==> src/rtl/core/srt_pkg.sv <==
// Shared types and constants for the segment reference-count table.
// Used by srt_slot_ram, srt_ctrl and segment_refcount_table_unit.
package srt_pkg;

  localparam int ENTRIES = 16;
  localparam int IDX_W   = (ENTRIES > 1) ? $clog2(ENTRIES) : 1;
  localparam int CNT_W   = $clog2(ENTRIES + 1);

  localparam int ADDR_W  = 48;
  localparam int SIZE_W  = 32;
  localparam int REFS_W  = 32;

  localparam logic [REFS_W-1:0] COUNT_MAX = '1;

  localparam logic [1:0] OP_ADD = 2'd0;
  localparam logic [1:0] OP_INC = 2'd1;
  localparam logic [1:0] OP_DEC = 2'd2;

  typedef enum logic [2:0] {
    ST_OK        = 3'd0,
    ST_NOT_FOUND = 3'd1,
    ST_MISMATCH  = 3'd2,
    ST_FULL      = 3'd3,
    ST_SATURATED = 3'd4
  } status_t;

  typedef enum logic [1:0] {
    S_IDLE,
    S_SCAN,
    S_FINISH
  } state_t;

  typedef struct packed {
    logic [ADDR_W-1:0] base;
    logic [SIZE_W-1:0] length;
    logic [REFS_W-1:0] refs;
  } slot_t;

  typedef struct packed {
    logic             rd_en;
    logic [IDX_W-1:0] rd_idx;
    logic             wr_en;
    logic [IDX_W-1:0] wr_idx;
    slot_t            wr_data;
  } ram_req_t;

  typedef struct packed {
    status_t           status;
    logic [REFS_W-1:0] ref_count;
    logic              released;
    logic [ADDR_W-1:0] release_base;
    logic [SIZE_W-1:0] release_size;
  } result_t;

endpackage

==> src/rtl/core/srt_slot_ram.sv <==
// Slot storage: base, length and count per slot, one read and one write port.
// Read data is registered. Depends on srt_pkg.
module srt_slot_ram
  import srt_pkg::*;
(
  input  logic     clk,
  input  ram_req_t req,
  output slot_t    rd_data
);

  slot_t mem [ENTRIES];

  always_ff @(posedge clk) begin
    if (req.wr_en) begin
      mem[req.wr_idx] <= req.wr_data;
    end
    if (req.rd_en) begin
      rd_data <= mem[req.rd_idx];
    end
  end

endmodule

==> src/rtl/core/srt_ctrl.sv <==
// Sequencer: scans the slot RAM for a match, then updates at most one slot.
// Holds the slot valid bits. Depends on srt_pkg and the srt_slot_ram port.
module srt_ctrl
  import srt_pkg::*;
(
  input  logic              clk,
  input  logic              rst_n,
  input  logic              in_valid,
  output logic              in_stall,
  input  logic [1:0]        in_operation,
  input  logic [ADDR_W-1:0] in_address,
  input  logic [SIZE_W-1:0] in_segment_size,
  output ram_req_t          ram_req,
  input  slot_t             ram_rd_data,
  output logic              res_valid,
  input  logic              res_take,
  output result_t           res
);

  localparam logic [IDX_W-1:0] LAST_IDX = IDX_W'(ENTRIES - 1);

  state_t             state_r, state_nxt;
  logic [ENTRIES-1:0] valid_r, valid_nxt;
  logic [CNT_W-1:0]   issue_cnt_r, issue_cnt_nxt;
  logic               cmp_vld_r, cmp_vld_nxt;
  logic [IDX_W-1:0]   cmp_idx_r, cmp_idx_nxt;
  logic               hit_r, hit_nxt;
  logic [IDX_W-1:0]   hit_idx_r, hit_idx_nxt;
  slot_t              hit_slot_r, hit_slot_nxt;
  logic               free_found_r, free_found_nxt;
  logic [IDX_W-1:0]   free_idx_r, free_idx_nxt;
  logic [1:0]         op_r, op_nxt;
  logic [ADDR_W-1:0]  addr_r, addr_nxt;
  logic [SIZE_W-1:0]  size_r, size_nxt;

  logic              accept;
  logic              issue;
  logic [ADDR_W-1:0] offset;
  logic              in_range;
  logic              fire;

  assign accept   = in_valid && !in_stall;
  assign in_stall = (state_r != S_IDLE);
  assign issue    = (state_r == S_SCAN) && (issue_cnt_r < CNT_W'(ENTRIES));
  assign offset   = addr_r - ram_rd_data.base;
  assign in_range = valid_r[cmp_idx_r] && (addr_r >= ram_rd_data.base) &&
                    (offset < {{(ADDR_W-SIZE_W){1'b0}}, ram_rd_data.length});
  assign res_valid = (state_r == S_FINISH);
  assign fire      = res_valid && res_take;

  always_comb begin
    state_nxt      = state_r;
    valid_nxt      = valid_r;
    issue_cnt_nxt  = issue_cnt_r;
    cmp_vld_nxt    = 1'b0;
    cmp_idx_nxt    = cmp_idx_r;
    hit_nxt        = hit_r;
    hit_idx_nxt    = hit_idx_r;
    hit_slot_nxt   = hit_slot_r;
    free_found_nxt = free_found_r;
    free_idx_nxt   = free_idx_r;
    op_nxt         = op_r;
    addr_nxt       = addr_r;
    size_nxt       = size_r;

    ram_req.rd_en   = issue;
    ram_req.rd_idx  = issue_cnt_r[IDX_W-1:0];
    ram_req.wr_en   = 1'b0;
    ram_req.wr_idx  = hit_idx_r;
    ram_req.wr_data = hit_slot_r;

    res.status       = ST_NOT_FOUND;
    res.ref_count    = '0;
    res.released     = 1'b0;
    res.release_base = '0;
    res.release_size = '0;

    unique case (state_r)
      S_IDLE: begin
        if (accept) begin
          op_nxt         = in_operation;
          addr_nxt       = in_address;
          size_nxt       = in_segment_size;
          issue_cnt_nxt  = '0;
          hit_nxt        = 1'b0;
          free_found_nxt = 1'b0;
          // zero-size add and unused codes need no lookup
          if ((in_operation == OP_ADD && in_segment_size == '0) ||
              (in_operation != OP_ADD && in_operation != OP_INC &&
               in_operation != OP_DEC)) begin
            state_nxt = S_FINISH;
          end else begin
            state_nxt = S_SCAN;
          end
        end
      end
      S_SCAN: begin
        if (issue) begin
          issue_cnt_nxt = issue_cnt_r + CNT_W'(1);
          cmp_vld_nxt   = 1'b1;
          cmp_idx_nxt   = issue_cnt_r[IDX_W-1:0];
        end
        if (cmp_vld_r) begin
          if (in_range) begin
            hit_nxt      = 1'b1;
            hit_idx_nxt  = cmp_idx_r;
            hit_slot_nxt = ram_rd_data;
            state_nxt    = S_FINISH;
          end else begin
            if (!valid_r[cmp_idx_r] && !free_found_r) begin
              free_found_nxt = 1'b1;
              free_idx_nxt   = cmp_idx_r;
            end
            if (cmp_idx_r == LAST_IDX) begin
              state_nxt = S_FINISH;
            end
          end
        end
      end
      S_FINISH: begin
        unique case (op_r)
          OP_ADD, OP_INC: begin
            if (op_r == OP_ADD && size_r == '0) begin
              res.status = ST_MISMATCH;
            end else if (hit_r) begin
              if (op_r == OP_ADD && hit_slot_r.length != size_r) begin
                res.status = ST_MISMATCH;
              end else if (hit_slot_r.refs == COUNT_MAX) begin
                res.status    = ST_SATURATED;
                res.ref_count = COUNT_MAX;
              end else begin
                res.status           = ST_OK;
                res.ref_count        = hit_slot_r.refs + REFS_W'(1);
                ram_req.wr_en        = fire;
                ram_req.wr_data.refs = hit_slot_r.refs + REFS_W'(1);
              end
            end else if (op_r == OP_ADD) begin
              if (free_found_r) begin
                res.status              = ST_OK;
                res.ref_count           = REFS_W'(1);
                ram_req.wr_en           = fire;
                ram_req.wr_idx          = free_idx_r;
                ram_req.wr_data.base    = addr_r;
                ram_req.wr_data.length  = size_r;
                ram_req.wr_data.refs    = REFS_W'(1);
                if (fire) begin
                  valid_nxt[free_idx_r] = 1'b1;
                end
              end else begin
                res.status = ST_FULL;
              end
            end
          end
          OP_DEC: begin
            if (hit_r) begin
              res.status = ST_OK;
              if (hit_slot_r.refs <= REFS_W'(1)) begin
                res.released     = 1'b1;
                res.release_base = hit_slot_r.base;
                res.release_size = hit_slot_r.length;
                if (fire) begin
                  valid_nxt[hit_idx_r] = 1'b0;
                end
              end else begin
                res.ref_count        = hit_slot_r.refs - REFS_W'(1);
                ram_req.wr_en        = fire;
                ram_req.wr_data.refs = hit_slot_r.refs - REFS_W'(1);
              end
            end
          end
          default: begin
            res.status = ST_NOT_FOUND;
          end
        endcase
        if (fire) begin
          state_nxt = S_IDLE;
        end
      end
      default: begin
        state_nxt = S_IDLE;
      end
    endcase
  end

  always_ff @(posedge clk) begin
    if (!rst_n) begin
      state_r   <= S_IDLE;
      valid_r   <= '0;
      cmp_vld_r <= 1'b0;
    end else begin
      state_r   <= state_nxt;
      valid_r   <= valid_nxt;
      cmp_vld_r <= cmp_vld_nxt;
    end
  end

  always_ff @(posedge clk) begin
    issue_cnt_r  <= issue_cnt_nxt;
    cmp_idx_r    <= cmp_idx_nxt;
    hit_r        <= hit_nxt;
    hit_idx_r    <= hit_idx_nxt;
    hit_slot_r   <= hit_slot_nxt;
    free_found_r <= free_found_nxt;
    free_idx_r   <= free_idx_nxt;
    op_r         <= op_nxt;
    addr_r       <= addr_nxt;
    size_r       <= size_nxt;
  end

endmodule

==> src/rtl/core/segment_refcount_table_unit.sv <==
// Top level of the segment reference-count table: sequencer, slot RAM, output register.
// Depends on srt_pkg, srt_slot_ram and srt_ctrl.
//
//   channel | direction | ports
//   --------+-----------+-------------------------------------------------------
//   in      | input     | in_valid, in_stall, in_operation, in_address,
//           |           | in_segment_size
//   out     | output    | out_valid, out_stall, out_status, out_ref_count,
//           |           | out_released, out_release_base, out_release_size
//
// One transaction at a time. A lookup issues one slot RAM read per cycle, lowest index
// first, and compares each slot in the cycle after its read; it stops at the first
// match. A miss walks all ENTRIES slots; an early match ends the scan sooner, and a
// zero-size add or an unused operation code skips the scan. The single read port
// of the slot RAM sets the pace.
// A synchronous reset clears the valid bits; slot contents are left as they are.
// The output register holds one result, so a new input transaction is taken while the
// previous result is stalled; the next write-back waits until that register drains.
module segment_refcount_table_unit
  import srt_pkg::*;
(
  input  logic              clk,
  input  logic              rst_n,

  input  logic              in_valid,
  output logic              in_stall,
  input  logic [1:0]        in_operation,
  input  logic [ADDR_W-1:0] in_address,
  input  logic [SIZE_W-1:0] in_segment_size,

  output logic              out_valid,
  input  logic              out_stall,
  output logic [2:0]        out_status,
  output logic [REFS_W-1:0] out_ref_count,
  output logic              out_released,
  output logic [ADDR_W-1:0] out_release_base,
  output logic [SIZE_W-1:0] out_release_size
);

  ram_req_t ram_req;
  slot_t    ram_rd_data;
  logic     res_valid;
  logic     res_take;
  result_t  res;

  logic     out_valid_r, out_valid_nxt;
  result_t  out_res_r;

  srt_slot_ram u_ram (
    .clk     (clk),
    .req     (ram_req),
    .rd_data (ram_rd_data)
  );

  srt_ctrl u_ctrl (
    .clk             (clk),
    .rst_n           (rst_n),
    .in_valid        (in_valid),
    .in_stall        (in_stall),
    .in_operation    (in_operation),
    .in_address      (in_address),
    .in_segment_size (in_segment_size),
    .ram_req         (ram_req),
    .ram_rd_data     (ram_rd_data),
    .res_valid       (res_valid),
    .res_take        (res_take),
    .res             (res)
  );

  // result register is free when empty or being drained this cycle
  assign res_take = !out_valid_r || !out_stall;

  always_comb begin
    out_valid_nxt = out_valid_r;
    if (res_valid && res_take) begin
      out_valid_nxt = 1'b1;
    end else if (out_valid_r && !out_stall) begin
      out_valid_nxt = 1'b0;
    end
  end

  always_ff @(posedge clk) begin
    if (!rst_n) begin
      out_valid_r <= 1'b0;
    end else begin
      out_valid_r <= out_valid_nxt;
    end
  end

  always_ff @(posedge clk) begin
    if (res_valid && res_take) begin
      out_res_r <= res;
    end
  end

  assign out_valid        = out_valid_r;
  assign out_status       = out_res_r.status;
  assign out_ref_count    = out_res_r.ref_count;
  assign out_released     = out_res_r.released;
  assign out_release_base = out_res_r.release_base;
  assign out_release_size = out_res_r.release_size;

endmodule
==> config.mk <==
export PLATFORM = sky130hd
export DESIGN_NAME = segment_refcount_table_unit
export DESIGN_NICKNAME = d
export VERILOG_FILES = /design/src/rtl/core/srt_pkg.sv /design/src/rtl/core/srt_slot_ram.sv /design/src/rtl/core/srt_ctrl.sv /design/src/rtl/core/segment_refcount_table_unit.sv
export SDC_FILE = /design/constraint.sdc
export NUM_CORES = 2
export LEC_CHECK = 0
export BUFFER_PORTS_ARGS = -buffer_cell sky130_fd_sc_hd__buf_2
export CORE_MARGIN = 2
export CORE_UTILIZATION = 65
export DETAILED_ROUTE_END_ITERATION = 10
export HOLD_SLACK_MARGIN = 0.06
export PLACE_DENSITY = 0.82
export SYNTH_ARGS = -nofsm -noshare
export SYNTH_HDL_FRONTEND = slang
export SYNTH_HIERARCHICAL = 1
export SYNTH_SLANG_ARGS = --single-unit
==> constraint.sdc <==
create_clock -name clk -period 31.6 [get_ports clk]
set_input_delay 7.9 -clock clk [delete_from_list [all_inputs] [get_ports clk]]
set_output_delay 7.9 -clock clk [all_outputs]
set_load 0.005 [all_outputs]
# Word-level counts from Yosys, hierarchy flattened
# Memories as Yosys holds them, arrays and structs flattened. A register that Yosys moved wholly into a read port is not among the register bits.
# Cells that the tools add are included.
totals:
  reg_bits: 349
  latchBits: 0
  ram_bits: 1792
  mem_bits_ro: 0
  input_bits: 86
  out_inout_bits: 118
  word_cells: 178
  n_memories: 1
op_classes:
  add_sub_neg: 4
  n_mul: 0
  n_div: 0
  magnitude_cmp: 9
  eq_ne: 25
  shift: 0
  mux: 70
  n_bitwise: 4
  reduce_logical: 44
memory_table:
  columns: ["name", "depth", "word_bits", "rd", "rd_ports_with_merged_regs", "wr", "line_no", "text"]
  rows:
  - ["u_ram.mem", 16, 112, 1, 1, 1, "srt_slot_ram.sv:11", "slot_t mem [ENTRIES];"]
op_table:
  columns: ["op", "n"]
  rows:
  - ["two-way mux 117 bit", 4]
  - ["two-way mux 32 bit", 8]
  - ["two-way mux 84 bit", 2]
  - ["two-way mux 16 bit", 8]
  - ["case mux 32 bit (2 select lines)", 2]
  - ["two-way mux 114 bit", 1]
  - ["two-way mux 81 bit", 1]
  - ["two-way mux 35 bit", 2]
  - ["logical NOT 32 bit", 2]
  - ["greater-or-equal comparator 48 bit", 1]
  - ["less-than comparator 48 x 32 -> 1 bit", 1]
  - ["subtractor 48 bit", 1]
  - ["two-way mux 34 bit", 1]
  - ["adder 32 x 1 -> 32 bit (second input constant)", 1]
  - ["equality test 32 bit (second input constant)", 1]
  - ["<= comparator 32 x 1 -> 1 bit (second input constant)", 1]
  - ["inequality test 32 bit", 1]
  - ["case mux 16 bit (2 select lines)", 1]
  - ["subtractor 32 x 1 -> 32 bit (second input constant)", 1]
  - ["inequality test 2 x 1 -> 1 bit (second input constant)", 11]
  - ["two-way mux 1 bit", 20]
  - ["bitwise AND 16 bit", 1]
  - ["inverter 16 bit", 1]
  - ["OR 16 bit", 1]
  - ["other kinds (30)", 82]

# Longest topological paths before layout
logic_depth:
  word_depth: 11
  mapped_depth: 24
  depth_no_buf: 23

# Cells and area by module
# The synthesis kept the hierarchy.
modules_own_cells:
  columns: ["mod", "n_inst", "cells_per_inst", "area_per_inst_um2", "seq_area_each_um2"]
  rows:
  - ["srt_slot_ram", 1, 2864, 70291.2, 57174.8]
  - ["srt_ctrl", 1, 1966, 17610.6, 6776.5]
  - ["segment_refcount_table_unit", 1, 121, 3524.6, 3503.4]

# Worst setup path after synthesis
# OpenSTA, ideal clock, no wires.
synth_timing:
  path_type: "in2reg"
  from: "in out_stall"
  to: "mem u_ram/mem[0][0] in the netlist's numbering (enable)"
  setup_ps: 720
  arrival_time_ps: 16287
  required_time_ps: 30880
  slack_ps: 14593
  path_stages: 5
  n_path_buf: 0
  cell_sequence: "nand2_1 nand2_1 nor2_1 or3b_2 nor3_1"
synth_lines:
  columns: ["item", "line_no", "text"]
  rows:
  - ["start: declaration", "segment_refcount_table_unit.sv:32", "input logic out_stall,"]
  - ["end: declaration", "srt_slot_ram.sv:11", null]

==> results.toml <==
[status]
status = "complete, no violations"

[floorplanning]
die_w_um = 379
start_util_pct = 65.5
fp-row-count = 137
io_pins = 204
core_mm2 = 0.140
dieArea_mm2 = 0.144
die_h_um = 379

[synthesis]
yosys_warnings = 6
synth_area_leader_cell = "edfxtp_1"
ys.flop_type = "edfxtp_1"
async_flop_share_pct = 0
synthCells = 4951
synth_edf_count = 2233
syn_area_per_cell_um2 = 18.5
ys_ff_latch = 2253
synth.distinct_cells = 92
synth_area_leaders = "edfxtp_1 73%, mux4_2 11%, a22oi_1 1.9%"
synth_top_area_share_pct = 73.3
synth_area_mm2 = 0.0914
syn_nets = 5123
yosysSeqAreaShare_pct = 73.8

[timing]
period_minus_slack_ps = 11760
setup_viol = 0
worst_slew_pin_slew_ps = 1360
fin_skew_ps = 34.7
setup_tns_ps = 0
hold_violations = 0
slew_violations = 0
max_clock_freq_ghz = 0.0850
holdWs_ps = 411
slew_headroom_pct = 8.86
rsz0062_at_grt = "no"
min_period_over_period_pct = 37.2

[worst_setup_path]
reg2reg_depth = 23
cp.arrival_ps = 12210
cp.required_ps = 32050
crit_fanout = 52
criticalPathCategory = "in2reg"
cp-end-kind = "flop"
startpoint_type = "input port"

[job]
cap_violations = 0

[power]
vdd_drop_max_mv = 0.0550
p_sw_mw = 2.03
comb_power_share_pct = 18.3
p_clk_share_pct = 34.6
p_sw_share_pct = 27.8
power_leakage_nw = 32.8
power_density_mw_per_mm2 = 72.1
intPower_mw = 5.27
power_frac_seq_pct = 47.1

[detailed_routing]
wl_per_cell_um = 36.5
drtIter0Drc = 9772
vias = 53252
route.detailed.drc = 0
drt_wl_total_um = 265000
routed_via_density = 7.33
dr.pass1.iters = 6
ant_nets = 0

[finish]
nNetsFinal = 5377
drive_gt1_share_pct = 22.2
fin_area_mm2 = 0.101
num-fill-cells = 7503
area_delta_synth_final_pct = 10.8

[placement]
place_area_mm2 = 0.0945
dp.final_hpwl_um = 145000
port_buffers = 203
gp_congestion = 0.984

[clock_tree]
cts_setup_buffers = 0
clk_latency_ps = 860
cts_buffers = 210
clk_pin_slew_ps = 60
cts_buffer_depth = 3
cts_tree = "yes"
cts_hold_buf = 0
root_buffer = "clkbuf_16"
cts_resized = 0
ctsHtreeMaxLevel = 4
numClockSinks = 2253

[global_routing]
grt_max_degree = 118
grt_first_pass_wirelength_um = 378000
grt_pass1_vias = 52668
globalRoute.totalOverflow = 0
antenna_found_initial = 18
grt_use_total_pct = 37.4

[hold_path]
hold_class = "reg2reg"
holdPathStages = 0
[worst paths after layout]
| kind | end | from | slack, ps |
|---|---|---|---|
| max | u_ram/mem[13][38] | out_stall | 19840 |
| min | u_ctrl/hit_slot_r[20] | u_ram/rd_data[20] | 410 |
| max reg2reg | u_ctrl/hit_slot_r[26] | u_ram/rd_data[72] | 23310 |
| min reg2reg | u_ctrl/hit_slot_r[20] | u_ram/rd_data[20] | 410 |
[layer usage]
metal	track usage, %	vias to the layer above	share of wire [%]
met4	17.6	20	5.4
met3	10.1	898	14
li1	-	20585	-
met5	0.755	-	0.098
met1	50.1	26754	33
met2	58.0	4995	47
[cell usage after synthesis, types with 19 or more instances]
| master | number |
|---|---|
| edfxtp_1 | 2233 |
| nand4_1 | 45 |
| mux2_2 | 84 |
| ha_1 | 85 |
| and2_1 | 104 |
| o22ai_1 | 22 |
| xor2_1 | 29 |
| buf_4 | 42 |
| nor3_1 | 47 |
| nor2_1 | 170 |
| a22oi_1 | 234 |
| nand3_1 | 59 |
| o21ai_0 | 162 |
| dfxtp_1 | 20 |
| inv_1 | 110 |
| xnor2_1 | 83 |
| mux4_2 | 453 |
| a21oi_1 | 146 |
| nor4_1 | 37 |
| nand2_1 | 284 |
| buf_1 | 46 |
| clkbuf_1 | 140 |
| a31oi_1 | 19 |
[worst max-delay path, cell delays in order]
cell	delay [ps]
buf_2	100
nand2_1	130
nand2_1	70
nor2_1	680
nand3_1	540
nor2_4	1000
buf_4	720
buf_4	950
[final cells by class]
class / instances / area, um^2 / share of cell area, %
Sequential cell: 2253 / 67500 / 66.6
Multi-Input combinational cell: 2321 / 22500 / 22.2
Clock buffer: 258 / 5480 / 5.41
Tap cell: 1876 / 2350 / 2.32
Timing Repair Buffer: 308 / 1830 / 1.81
Clock inverter: 128 / 1260 / 1.24
Inverter: 111 / 419 / 0.414
Antenna cell: 8 / 20.0 / 0.0198
[sequential cells by signal (all words and copies together), names as in the netlist, 5 cells and up]
name,count
u_ram/rd_data,112
out_release_size,32
out_ref_count,32
u_ctrl/issue_cnt_r,5
u_ctrl/addr_r,48
out_release_base,48
u_ctrl/valid_r,16
u_ctrl/size_r,32
u_ctrl/hit_slot_r,112
u_ram/mem,1792
[logic make-up (layout without fill, tap and decap cells)]
kind of cell	after synthesis	after routing	share of synthesized area, %
fa+ha+maj	86	86	1.19
mux	541	541	12.2
flops	2253	2253	73.8
xor+xnor	112	112	1.07
compound gates	737	737	5.29
buf+inv	377	805	1.90
simple gates	845	845	4.53
other cells	0	8	0
[power groups by stage]
stage / Sequential (mW) / Clock [mW] / Combinational (mW)
floorplan: 3.45 / 0 / 0.918
global route: 3.44 / 2.63 / 1.40
detailed placement: 3.49 / 0 / 1.27
finish: 3.44 / 2.52 / 1.34
CTS: 3.43 / 2.54 / 1.31
global placement: 3.49 / 0 / 1.24
[layout by cell type (no fill, tap or decap), drive strengths merged, types with 7 or more instances in the layout]
cell type     n
nor2        171
a21boi       19
a21oi       146
o21ai       167
nand3        59
ha           85
a31oi        19
clkinv      102
nand4        47
dfxtp        20
buf         308
bufinv       19
or3          11
a22oi       234
nor2b        11
xnor2        83
a211oi       13
nand2b       18
xor2         29
clkbuf      258
mux4        453
inv         114
edfxtp     2233
nor3         49
mux2         85
o221ai       15
diode         8
nand2       284
o21a          9
a311oi        8
and3         17
a22o          7
and2        105
o22ai        22
a21o         15
nor4         41
o211ai       15
[through the flow]
stage / power, mW / instances / utilization, % / worst slack, ps
finish: 7.30 / 7263 / 72.6 / 19840
global route: 7.47 / 7255 / 72.6 / 19840
CTS: 7.28 / 7254 / 72.5 / 20150
detailed placement: 4.76 / 6868 / 67.7 / 19310
global placement: 4.73 / 6868 / 67.7 / 19430
floorplan: 4.37 / 4951 / - / 14590
Note: power is estimated with default switching activity, not from simulation.
